===== src/rtl/core/bhd_pkg.sv =====
package bhd_pkg;

    // width of the internal decoded byte counter
    localparam int LENGTH_BITS = 16;
    localparam int OUT_LENGTH_BITS = 16;

    // op queue between front and back
    localparam int QUEUE_DEPTH = 4;
    localparam int QUEUE_PTR_BITS = $clog2(QUEUE_DEPTH);
    localparam int QUEUE_CNT_BITS = $clog2(QUEUE_DEPTH + 1);

    localparam logic [7:0] CHAR_NUL = 8'h00;
    localparam logic [7:0] CHAR_BACKSLASH = 8'h5C;
    localparam logic [7:0] CHAR_DIGIT_0 = 8'h30;
    localparam logic [7:0] CHAR_DIGIT_9 = 8'h39;
    localparam logic [7:0] CHAR_UPPER_A = 8'h41;
    localparam logic [7:0] CHAR_UPPER_F = 8'h46;
    localparam logic [7:0] CHAR_LOWER_A = 8'h61;
    localparam logic [7:0] CHAR_LOWER_F = 8'h66;

    localparam logic [1:0] KIND_BYTE = 2'd0;
    localparam logic [1:0] KIND_OK = 2'd1;
    localparam logic [1:0] KIND_ERR = 2'd2;

    typedef enum logic [2:0] {
        MODE_PLAIN,
        MODE_ESC,
        MODE_HEX1,
        MODE_DONE,
        MODE_ERROR
    } mode_t;

    typedef struct packed {
        logic [7:0] in_char;
        logic       in_last;
    } in_item_t;

    typedef struct packed {
        logic [1:0]                 out_kind;
        logic [7:0]                 out_byte;
        logic [OUT_LENGTH_BITS-1:0] out_length;
        logic                       out_end;
    } out_item_t;

    // one accepted character turned into at most two results
    typedef struct packed {
        logic                       has_byte;
        logic [7:0]                 data_byte;
        logic                       has_close;
        logic                       close_err;
        logic [OUT_LENGTH_BITS-1:0] length;
    } op_t;

    // queue status seen by the front and the back
    typedef struct packed {
        logic full;
        logic not_empty;
    } queue_status_t;

    // returns {valid, nibble}
    function automatic logic [4:0] hex_value(input logic [7:0] c);
        logic [4:0] r;
        r = '0;
        if (c >= CHAR_DIGIT_0 && c <= CHAR_DIGIT_9)
        begin
            r = {1'b1, 4'(c - CHAR_DIGIT_0)};
        end
        else if (c >= CHAR_UPPER_A && c <= CHAR_UPPER_F)
        begin
            r = {1'b1, 4'(c - CHAR_UPPER_A + 8'd10)};
        end
        else if (c >= CHAR_LOWER_A && c <= CHAR_LOWER_F)
        begin
            r = {1'b1, 4'(c - CHAR_LOWER_A + 8'd10)};
        end
        return r;
    endfunction

endpackage


===== src/rtl/core/bhd_front.sv =====
module bhd_front (
    input  logic                    clk,
    input  logic                    rst_n,
    input  logic                    in_valid,
    output logic                    in_ready,
    input  bhd_pkg::in_item_t       in_data,
    input  bhd_pkg::queue_status_t  queue_status,
    output logic                    push,
    output bhd_pkg::op_t            push_op
);

    bhd_pkg::mode_t                     mode_reg, mode_next;
    logic [3:0]                         nibble_reg, nibble_next;
    logic [bhd_pkg::LENGTH_BITS-1:0]    count_reg, count_next;

    logic                               accept;
    logic                               emit;
    logic [7:0]                         emit_byte;
    logic [4:0]                         hv;
    bhd_pkg::mode_t                     mode_step;
    logic [3:0]                         nibble_step;
    logic [bhd_pkg::LENGTH_BITS-1:0]    count_step;

    function automatic logic [bhd_pkg::OUT_LENGTH_BITS-1:0] sat_length(
        input logic [bhd_pkg::LENGTH_BITS-1:0] cnt);
        logic [31:0] ext;
        ext = 32'(cnt);
        if (ext > 32'h0000_FFFF)
        begin
            return '1;
        end
        return ext[bhd_pkg::OUT_LENGTH_BITS-1:0];
    endfunction

    assign in_ready = !queue_status.full;
    assign accept = in_valid && in_ready;
    assign hv = bhd_pkg::hex_value(in_data.in_char);

    always_comb
    begin
        mode_step = mode_reg;
        nibble_step = nibble_reg;
        emit = 1'b0;
        emit_byte = '0;
        unique case (mode_reg)
            bhd_pkg::MODE_PLAIN:
            begin
                if (in_data.in_char == bhd_pkg::CHAR_NUL)
                begin
                    mode_step = bhd_pkg::MODE_DONE;
                end
                else if (in_data.in_char == bhd_pkg::CHAR_BACKSLASH)
                begin
                    mode_step = bhd_pkg::MODE_ESC;
                end
                else
                begin
                    emit = 1'b1;
                    emit_byte = in_data.in_char;
                end
            end
            bhd_pkg::MODE_ESC:
            begin
                if (in_data.in_char == bhd_pkg::CHAR_BACKSLASH)
                begin
                    emit = 1'b1;
                    emit_byte = bhd_pkg::CHAR_BACKSLASH;
                    mode_step = bhd_pkg::MODE_PLAIN;
                end
                else if (hv[4])
                begin
                    nibble_step = hv[3:0];
                    mode_step = bhd_pkg::MODE_HEX1;
                end
                else
                begin
                    mode_step = bhd_pkg::MODE_ERROR;
                end
            end
            bhd_pkg::MODE_HEX1:
            begin
                if (hv[4])
                begin
                    emit = 1'b1;
                    emit_byte = {nibble_reg, hv[3:0]};
                    nibble_step = '0;
                    mode_step = bhd_pkg::MODE_PLAIN;
                end
                else
                begin
                    mode_step = bhd_pkg::MODE_ERROR;
                end
            end
            bhd_pkg::MODE_DONE:
            begin
                mode_step = bhd_pkg::MODE_DONE;
            end
            default:
            begin
                mode_step = bhd_pkg::MODE_ERROR;
            end
        endcase

        // saturating byte count
        count_step = count_reg;
        if (emit && count_reg != '1)
        begin
            count_step = count_reg + 1'b1;
        end

        push_op.has_byte = emit;
        push_op.data_byte = emit_byte;
        push_op.has_close = in_data.in_last;
        push_op.close_err = !(mode_step == bhd_pkg::MODE_PLAIN ||
                              mode_step == bhd_pkg::MODE_DONE);
        push_op.length = push_op.close_err ? '0 : sat_length(count_step);

        push = accept && (emit || in_data.in_last);

        mode_next = mode_reg;
        nibble_next = nibble_reg;
        count_next = count_reg;
        if (accept)
        begin
            if (in_data.in_last)
            begin
                mode_next = bhd_pkg::MODE_PLAIN;
                nibble_next = '0;
                count_next = '0;
            end
            else
            begin
                mode_next = mode_step;
                nibble_next = nibble_step;
                count_next = count_step;
            end
        end
    end

    always_ff @(posedge clk or negedge rst_n)
    begin
        if (!rst_n)
        begin
            mode_reg <= bhd_pkg::MODE_PLAIN;
            nibble_reg <= '0;
            count_reg <= '0;
        end
        else
        begin
            mode_reg <= mode_next;
            nibble_reg <= nibble_next;
            count_reg <= count_next;
        end
    end

endmodule


===== src/rtl/core/bhd_queue.sv =====
module bhd_queue (
    input  logic                    clk,
    input  logic                    rst_n,
    input  logic                    push,
    input  bhd_pkg::op_t            push_op,
    input  logic                    pop,
    output bhd_pkg::op_t            head_op,
    output bhd_pkg::queue_status_t  status,
    output logic [bhd_pkg::QUEUE_CNT_BITS-1:0] level
);

    bhd_pkg::op_t                           entry_reg [bhd_pkg::QUEUE_DEPTH];
    logic [bhd_pkg::QUEUE_PTR_BITS-1:0]     wr_ptr_reg, wr_ptr_next;
    logic [bhd_pkg::QUEUE_PTR_BITS-1:0]     rd_ptr_reg, rd_ptr_next;
    logic [bhd_pkg::QUEUE_CNT_BITS-1:0]     level_reg, level_next;
    logic                                   do_push, do_pop;

    assign status.full = (level_reg == bhd_pkg::QUEUE_CNT_BITS'(bhd_pkg::QUEUE_DEPTH));
    assign status.not_empty = (level_reg != '0);
    assign level = level_reg;
    assign head_op = entry_reg[rd_ptr_reg];

    assign do_push = push && !status.full;
    assign do_pop = pop && status.not_empty;

    always_comb
    begin
        wr_ptr_next = wr_ptr_reg;
        rd_ptr_next = rd_ptr_reg;
        level_next = level_reg;
        if (do_push)
        begin
            wr_ptr_next = wr_ptr_reg + 1'b1;
        end
        if (do_pop)
        begin
            rd_ptr_next = rd_ptr_reg + 1'b1;
        end
        if (do_push && !do_pop)
        begin
            level_next = level_reg + 1'b1;
        end
        else if (do_pop && !do_push)
        begin
            level_next = level_reg - 1'b1;
        end
    end

    always_ff @(posedge clk)
    begin
        if (do_push)
        begin
            entry_reg[wr_ptr_reg] <= push_op;
        end
    end

    always_ff @(posedge clk or negedge rst_n)
    begin
        if (!rst_n)
        begin
            wr_ptr_reg <= '0;
            rd_ptr_reg <= '0;
            level_reg <= '0;
        end
        else
        begin
            wr_ptr_reg <= wr_ptr_next;
            rd_ptr_reg <= rd_ptr_next;
            level_reg <= level_next;
        end
    end

endmodule


===== src/rtl/core/bhd_back.sv =====
module bhd_back (
    input  logic                    clk,
    input  logic                    rst_n,
    input  bhd_pkg::queue_status_t  queue_status,
    input  bhd_pkg::op_t            head_op,
    output logic                    pop,
    output logic                    out_valid,
    input  logic                    out_ready,
    output bhd_pkg::out_item_t      out_data
);

    bhd_pkg::op_t   op_reg, op_next;
    logic           op_valid_reg, op_valid_next;
    logic           byte_sent_reg, byte_sent_next;
    logic           byte_phase;
    logic           op_done;
    logic           load;

    // byte result goes out first when the op carries one
    assign byte_phase = op_reg.has_byte && !byte_sent_reg;
    assign op_done = op_valid_reg && out_ready && !(byte_phase && op_reg.has_close);
    assign load = !op_valid_reg || op_done;
    assign pop = load && queue_status.not_empty;

    assign out_valid = op_valid_reg;

    always_comb
    begin
        if (byte_phase)
        begin
            out_data.out_kind = bhd_pkg::KIND_BYTE;
            out_data.out_byte = op_reg.data_byte;
            out_data.out_length = '0;
            out_data.out_end = 1'b0;
        end
        else
        begin
            out_data.out_kind = op_reg.close_err ? bhd_pkg::KIND_ERR : bhd_pkg::KIND_OK;
            out_data.out_byte = '0;
            out_data.out_length = op_reg.length;
            out_data.out_end = 1'b1;
        end
    end

    always_comb
    begin
        op_next = op_reg;
        op_valid_next = op_valid_reg;
        byte_sent_next = byte_sent_reg;
        if (load)
        begin
            op_next = head_op;
            op_valid_next = queue_status.not_empty;
            byte_sent_next = 1'b0;
        end
        else if (op_valid_reg && out_ready)
        begin
            byte_sent_next = 1'b1;
        end
    end

    always_ff @(posedge clk)
    begin
        op_reg <= op_next;
    end

    always_ff @(posedge clk or negedge rst_n)
    begin
        if (!rst_n)
        begin
            op_valid_reg <= 1'b0;
            byte_sent_reg <= 1'b0;
        end
        else
        begin
            op_valid_reg <= op_valid_next;
            byte_sent_reg <= byte_sent_next;
        end
    end

endmodule


===== src/rtl/core/backslash_hex_escape_decoder_core.sv =====
// ops pass through the queue, then the back end op register, before out_valid rises
// throughput: one character per cycle while the queue is not full; a last character that
//   also yields a byte needs two output transfers
// a 4-entry op queue sits between the decode front and the output back end
// reset: rst_n is asynchronous, active low; clears decode state, queue and output valid
module backslash_hex_escape_decoder_core (
    input  logic                clk,
    input  logic                rst_n,
    input  logic                in_valid,
    output logic                in_ready,
    input  bhd_pkg::in_item_t   in_data,
    output logic                out_valid,
    input  logic                out_ready,
    output bhd_pkg::out_item_t  out_data
);

    // front to queue
    logic                                   push;
    bhd_pkg::op_t                           push_op;

    // queue to back
    logic                                   pop;
    bhd_pkg::op_t                           head_op;
    bhd_pkg::queue_status_t                 queue_status;
    logic [bhd_pkg::QUEUE_CNT_BITS-1:0]     queue_level;

    // decode state machine: escapes, hex pairs, terminator and error tracking
    bhd_front u_front (
        .clk          (clk),
        .rst_n        (rst_n),
        .in_valid     (in_valid),
        .in_ready     (in_ready),
        .in_data      (in_data),
        .queue_status (queue_status),
        .push         (push),
        .push_op      (push_op)
    );

    // short queue lets the front keep taking characters while the output stalls
    bhd_queue u_queue (
        .clk      (clk),
        .rst_n    (rst_n),
        .push     (push),
        .push_op  (push_op),
        .pop      (pop),
        .head_op  (head_op),
        .status   (queue_status),
        .level    (queue_level)
    );

    // splits each op into a byte result and/or a closing result
    bhd_back u_back (
        .clk          (clk),
        .rst_n        (rst_n),
        .queue_status (queue_status),
        .head_op      (head_op),
        .pop          (pop),
        .out_valid    (out_valid),
        .out_ready    (out_ready),
        .out_data     (out_data)
    );

`ifndef SYNTHESIS
    // queue never holds more than its depth
    a_queue_bound: assert property (@(posedge clk) disable iff (!rst_n)
        queue_level <= bhd_pkg::QUEUE_CNT_BITS'(bhd_pkg::QUEUE_DEPTH))
        else $error("op queue overflow");

    // front is stalled only when the queue is really full
    a_ready_full: assert property (@(posedge clk) disable iff (!rst_n)
        !in_ready |-> queue_level == bhd_pkg::QUEUE_CNT_BITS'(bhd_pkg::QUEUE_DEPTH))
        else $error("input stalled with room in queue");

    // a byte transfer never carries closing information
    a_byte_clean: assert property (@(posedge clk) disable iff (!rst_n)
        out_valid && out_data.out_kind == bhd_pkg::KIND_BYTE |->
            !out_data.out_end && out_data.out_length == '0)
        else $error("byte result with closing fields");

    // closing transfers always carry the end mark and a closing kind
    a_close_kind: assert property (@(posedge clk) disable iff (!rst_n)
        out_valid && out_data.out_end |->
            (out_data.out_kind == bhd_pkg::KIND_OK || out_data.out_kind == bhd_pkg::KIND_ERR))
        else $error("closing result with bad kind");
`endif

endmodule


===== config.mk =====
export PLATFORM = sky130hd
export DESIGN_NAME = backslash_hex_escape_decoder_core
export DESIGN_NICKNAME = d
export VERILOG_FILES = /design/src/rtl/core/bhd_pkg.sv /design/src/rtl/core/bhd_front.sv /design/src/rtl/core/bhd_queue.sv /design/src/rtl/core/bhd_back.sv /design/src/rtl/core/backslash_hex_escape_decoder_core.sv
export SDC_FILE = /design/constraint.sdc
export NUM_CORES = 1
export LEC_CHECK = 0
export BUFFER_PORTS_ARGS = -buffer_cell sky130_fd_sc_hd__buf_2
export CAP_MARGIN = 10
export CELL_PAD_IN_SITES_DETAIL_PLACEMENT = 1
export CELL_PAD_IN_SITES_GLOBAL_PLACEMENT = 1
export CORE_ASPECT_RATIO = 0.7
export CORE_MARGIN = 8
export CORE_UTILIZATION = 47
export CTS_CLUSTER_SIZE = 28
export DETAILED_ROUTE_END_ITERATION = 7
export PLACE_DENSITY_LB_ADDON = 0.1
export SYNTH_ARGS = -nofsm -noshare
export SYNTH_HDL_FRONTEND = slang
export SYNTH_HIERARCHICAL = 1
export SYNTH_SLANG_ARGS = --single-unit

===== constraint.sdc =====
create_clock -name clk -period 3.2 [get_ports clk]
set_input_delay 0.16 -clock clk [delete_from_list [all_inputs] [get_ports clk]]
set_output_delay 0.16 -clock clk [all_outputs]
set_load 0.02 [all_outputs]

### Word-level counts from Yosys, hierarchy flattened

Memories as Yosys holds them, arrays and structs flattened. A register that Yosys moved wholly into a read port is not among the register bits.
Index checks and enable logic that the tools add are counted.

* $add $sub $neg: 10
* $mul: 0
* divide/modulo/power cells: 0
* order comparisons: 6
* eq/ne operators: 10
* shift-type cells: 0
* mux-type cells: 36
* bitwise gates (word level): 0
* reductions and logical operators: 33

Operators with widths (number)
* 2-to-1 mux 16 bit: 3
* 2-to-1 mux 27 bit: 1
* 2-to-1 mux 3 bit: 8
* 2-to-1 mux 8 bit: 3
* one-hot mux 8 bit (3 select lines): 1
* adder 16 x 1 -> 16 bit (second input constant): 1
* >= comparator 8 x 7 -> 1 bit (second input constant): 2
* less-or-equal comparator 8 x 7 -> 1 bit (second input constant): 2
* 2-to-1 mux 4 bit: 4
* != test 16 bit (second input constant): 1
* logical AND 1 bit: 15
* 2-to-1 mux 5 bit: 3
* one-hot mux 3 bit (4 select lines): 1
* subtractor 4 x 1 -> 4 bit (second input constant): 3
* equality test 3 x 2 -> 1 bit (second input constant): 3
* adder 4 bit (second input constant): 2
* equality test 8 x 7 -> 1 bit (second input constant): 1
* >= comparator 8 x 6 -> 1 bit (second input constant): 1
* less-or-equal comparator 8 x 6 -> 1 bit (second input constant): 1
* logical NOT 8 bit: 1
* 2-to-1 mux 1 bit: 8
* one-hot mux 4 bit (2 select lines): 1
* logical NOT 1 bit: 7
* 2-to-1 mux 7 bit: 1
* 14 further kinds: 21

* bits in registers: 32
* bits in latches: 0
* bits in writable memories: 108
* bits in read-only memories: 0
* input port bits: 13
* output and inout bits: 29
* word-level logic and storage cells: 104
* memories kept: 1

Memory list
* u_queue.entry_reg: words 4, bits a word 27, rd ports 1, clocked after Yosys merged registers in 1, wr ports 1, RTL line bhd_queue.sv:12 `bhd_pkg::op_t entry_reg [bhd_pkg::QUEUE_DEPTH];`

### Logic depth before layout (Yosys ltp)

* depth in word-level cells: 14
* gate-level depth with buffers: 18
* mapped depth without buffers: 15

### Modules after synthesis

The synthesis kept the hierarchy.

By module, submodules not included
* bhd_queue: instances 1, cells an instance 176, area each 4324.1 µm², seq. area each 3418.3 µm²
* bhd_front: instances 1, cells an instance 264, area each 2237.1 µm², seq. area each 575.6 µm²
* bhd_back: instances 1, cells an instance 70, area each 1154.9 µm², seq. area each 860.8 µm²

### Worst setup path before layout

OpenSTA, ideal clock, no wires.

* path kind: input to register
* start: input port in_data[1] (netlist bit)
* end: register u_queue.level_reg (netlist bit u_queue/level[1])
* library setup time: 0.125 ns
* arrival: 2.998 ns
* data required time: 3.075 ns
* setup slack: 0.077 ns
* stages: 15
* buffers on the path: 2
* cell sequence: inv_1 -> ha_1 -> nand2b_1 -> or4_4 -> a31oi_4 -> buf_6 -> nand2_1 -> nor2_1 -> nor2_1 -> nor2b_1 -> buf_2 -> ha_1 -> inv_1 -> fa_1 -> mux2_2

* elaborated cells on any way between the ends: 27
* classes of those cells: 6 x order compare; 1 x eq/ne; 9 x mux; 11 x reduce/logical

RTL lines
* start, declared: RTL line backslash_hex_escape_decoder_core.sv:11 `input bhd_pkg::in_item_t in_data,`
* >= comparator 8 x 7 -> 1 bit / less-or-equal comparator 8 x 7 -> 1 bit (equally long branches): RTL line bhd_pkg.sv:72 `else if (c >= CHAR_LOWER_A && c <= CHAR_LOWER_F)`
* logical AND 1 bit: RTL line bhd_pkg.sv:72
* 2-to-1 mux 5 bit: RTL line bhd_pkg.sv:72
* 2-to-1 mux 5 bit: RTL line bhd_pkg.sv:68 `else if (c >= CHAR_UPPER_A && c <= CHAR_UPPER_F)`
* 2-to-1 mux 5 bit: RTL line bhd_pkg.sv:64 `if (c >= CHAR_DIGIT_0 && c <= CHAR_DIGIT_9)`
* 2-to-1 mux 1 bit: RTL line bhd_front.sv:82 `if (hv[4])`
* one-hot mux 1 bit (3 select lines) *: RTL line bhd_front.sv:45 `unique case (mode_reg)`
* named net u_front.emit: RTL line bhd_front.sv:17 `logic emit;`
* logical OR 1 bit *: RTL line bhd_front.sv:118 `push = accept && (emit || in_data.in_last);`
* logical AND 1 bit *: RTL line bhd_front.sv:118
* named net push: RTL line backslash_hex_escape_decoder_core.sv:18 `logic push;`
* logical AND 1 bit *: RTL line bhd_queue.sv:23 `assign do_push = push && !status.full;`
* named net u_queue.do_push: RTL line bhd_queue.sv:16 `logic do_push, do_pop;`
* logical AND 1 bit *: RTL line bhd_queue.sv:39 `if (do_push && !do_pop)`
* 2-to-1 mux 3 bit *: RTL line bhd_queue.sv:39
* named net u_queue.level_next, one bit: RTL line bhd_queue.sv:15 `logic [bhd_pkg::QUEUE_CNT_BITS-1:0] level_reg, level_next;`
* end signal, assigned: RTL line bhd_queue.sv:69 `level_reg <= level_next;`
* end, declared: RTL line bhd_queue.sv:15

Mark *: on every way through the listed nets, which the timed path passes. The rest lies on a longest branch.
A chain may end at the register's enable or synchronous reset.

==> impl_metrics.yaml <==
clock_tree:
  cts_buffer_depth: 2
  path_clk_slew_ps: 70
  insertion_delay_ps: 430
  root_buffer: "clkbuf_16"
  cts-buffers-inserted: 17
  cts_resized: 0
  cts_tree: "built"
  cts_num_sinks: 167
  htree_num_levels: 4
worst_setup_path:
  cp-start-kind: "flop"
  reg2reg_slack_ps: 210
  regToRegEndpoint: "u_queue/level[2]"
  arrival_ps: 3340
  endpoint_kind: "flop"
  worstRegToRegCells: 13
  crit_required_ps: 3550
  timing.rr.start: "u_front/mode_reg[2]"
  cp_max_fo: 7
  critPathKind: "flop to flop"
run_status:
  status: "finished, final reports clean"
placed_design:
  io_buffers: 41
  placed_area_um2: 8160
  gp_congestion: 0.895
  post-dp-hpwl_um: 11000
floorplan:
  die_h_um: 123
  row_count: 39
  fp.coreArea_um2: 16200
  io-pin-count: 42
  fp.dieW_um: 169
  die_area_um2: 20800
  initial_core_util: 0.476
route:
  drtAntennaViolNets: 0
  wl_met3_um: 1020
  wl_met2_um: 7550
  vias: 4372
  wl_met1_um: 7940
  routed_wl_um: 16700
  drtPass1Iterations: 4
  dr.max_layer_used: "met4"
  avgRoutedWirePerCell_um: 20.9
  drt-initial-drc-count: 218
  drc: 0
  viasPerCell: 5.48
layout:
  drive_gt1_frac: 0.269
  multi_input_area_um2: 2620
  syn_to_final_growth_pct: 12.7
  final_nets: 583
  stdcell_area_um2: 8700
  seq_area_um2: 4860
  largest_reg_flops: 108
  nFillCells: 1600
  num_antenna_cells: 0
hold_path:
  hold_depth: 3
  hold_path.class: "input pin to flop"
  hp-start: "out_ready"
  holdPathEnd: "u_back/byte_sent_reg"
synthesis:
  synthCells: 510
  yosys_warnings: 6
  ys.flop_type: "edfxtp_1"
  synth_edf_count: 135
  ys_seq_elements: 167
  async_reset_ff_frac: 0.192
  syn_area_per_cell_um2: 15.1
  syn_nets: 533
  yosys.area.top_type: "edfxtp_1"
  syn_area_um2: 7720
  yosys-top-cells-area: "edfxtp_1, dfrtp_1, mux4_2, xnor2_1, nor2_1"
  synth_common_cells: "edfxtp_1, nor2_1, dfrtp_1, nand2_1, mux4_2"
  yosysMostFrequentCell: "edfxtp_1"
  netlist.area_leader.share: 0.525
  ys_seq_area_frac: 0.629
  synth_cell_types: 68
timing:
  grt_setup_unrepaired: "no"
  max_freq_mhz: 334
  fin_crit_sh: 0.935
  finalClockSkew_ps: 8.19
  drv_slew: 0
  finalHoldViolCount: 0
  final.setup.tns_ps: 0
  hold_slack_ps: 61.8
  max_slew_margin: 0.415
  min_period_ps: 2990
  worstMarginPinSlew_ps: 878
  setup_viol: 0
pwr:
  p_leak_nw: 3.15
  ir_drop_mv: 0.377
  power_per_cell_area_nw_per_um2: 855
global_routing:
  track_usage: 0.171
  antenna_found_initial: 0
  grt_max_degree: 35
  grt_pass1_vias: 4744
  overflow: 0
  grt_pass1_wl_um: 26600
run:
  cap_viol_max_count: 0
## cell families (layout without fill, tap and decap cells)
family	Yosys count	in the layout	share of synthesized area
multiplexers	45	45	0.104
buffers and inverters	41	104	0.0316
flip-flops	167	167	0.629
XOR/XNOR	22	22	0.0250
AO/OA/AOI/OAI	66	66	0.0772
AND/OR/NAND/NOR	159	159	0.116
adder cells (fa/ha/maj)	10	10	0.0172
## worst max-delay path by stage
stage,startpoint,to,cells past startpoint
final,u_front/mode_reg[2],u_queue/level[2],13
after global routing,u_front/mode_reg[2],u_queue/level[2],13
after CTS,u_front/mode_reg[2],u_queue/level[2],13
after detailed placement,in_data[1],u_queue/level[1],14
after global placement,in_data[1],u_queue/level[1],14
after floorplan,in_data[1],u_queue/level[1],15
## worst max-delay path: stages, from the launching register on
cell and delay, ps:
dfrtp_1 450, or3b_1 450, nor4_4 320, a31oi_4 50, nand2_1 160, nor2_1 70, nor2_1 110, nor2b_1 190
ha_1 220, inv_1 70, fa_1 390, xor2_1 180, nor2_1 120, xor2_1 150
## cells in the final DEF, fill, tap and decap left out, drive strengths merged, types with 4 or more instances in the layout
cell type	n
mux2i	12
nand3	11
clkbuf	19
nor2	42
a21oi	11
nand2b	8
nor3	9
and3	5
ha	9
dfrtp	32
a221o	5
a211oi	8
nand2	27
edfxtp	135
or3	4
and2	30
buf	59
nor3b	5
inv	18
clkinv	4
xnor2	20
mux2	6
o21ai	20
mux4	27
## stage by stage
step                      setup WS (ps)   util  total power [W]  std cells
after floorplan                    77.2      -          0.00496        510
after global placement              185  0.504          0.00555        765
after detailed placement            112  0.504          0.00567        765
after global routing               32.7  0.537          0.00782        798
after CTS                           227  0.537          0.00754        798
final                               208  0.537          0.00744        798
## area by class of cell
cell class	count	area share
multi-input combinational	302	0.301
clock buffer	19	0.0498
tap	225	0.0324
clock inverter	13	0.0108
timing repair buffer	60	0.0417
inverter	12	0.00547
sequential	167	0.558
## metal layers
layer | GRT usage | up-vias
met4 | 0.0446 | 0
met2 | 0.269 | 103
met1 | 0.234 | 2227
met5 | 0 | -
li1 | - | 2027
met3 | 0.0453 | 15
## report_power, final
group	total [W]	switching (W)	internal (W)
Combinational	0.00222	0.00127	0.000954
Clock	0.00186	0.000861	0.000999
Sequential	0.00336	0.000287	0.00307
## repair_timing
action / in CTS / in global routing
buffers inserted: 0 / 0
hold endpoints to repair: 32 / 0
hold buffers: 1 / 0
Power figures use the tool's default switching activity.
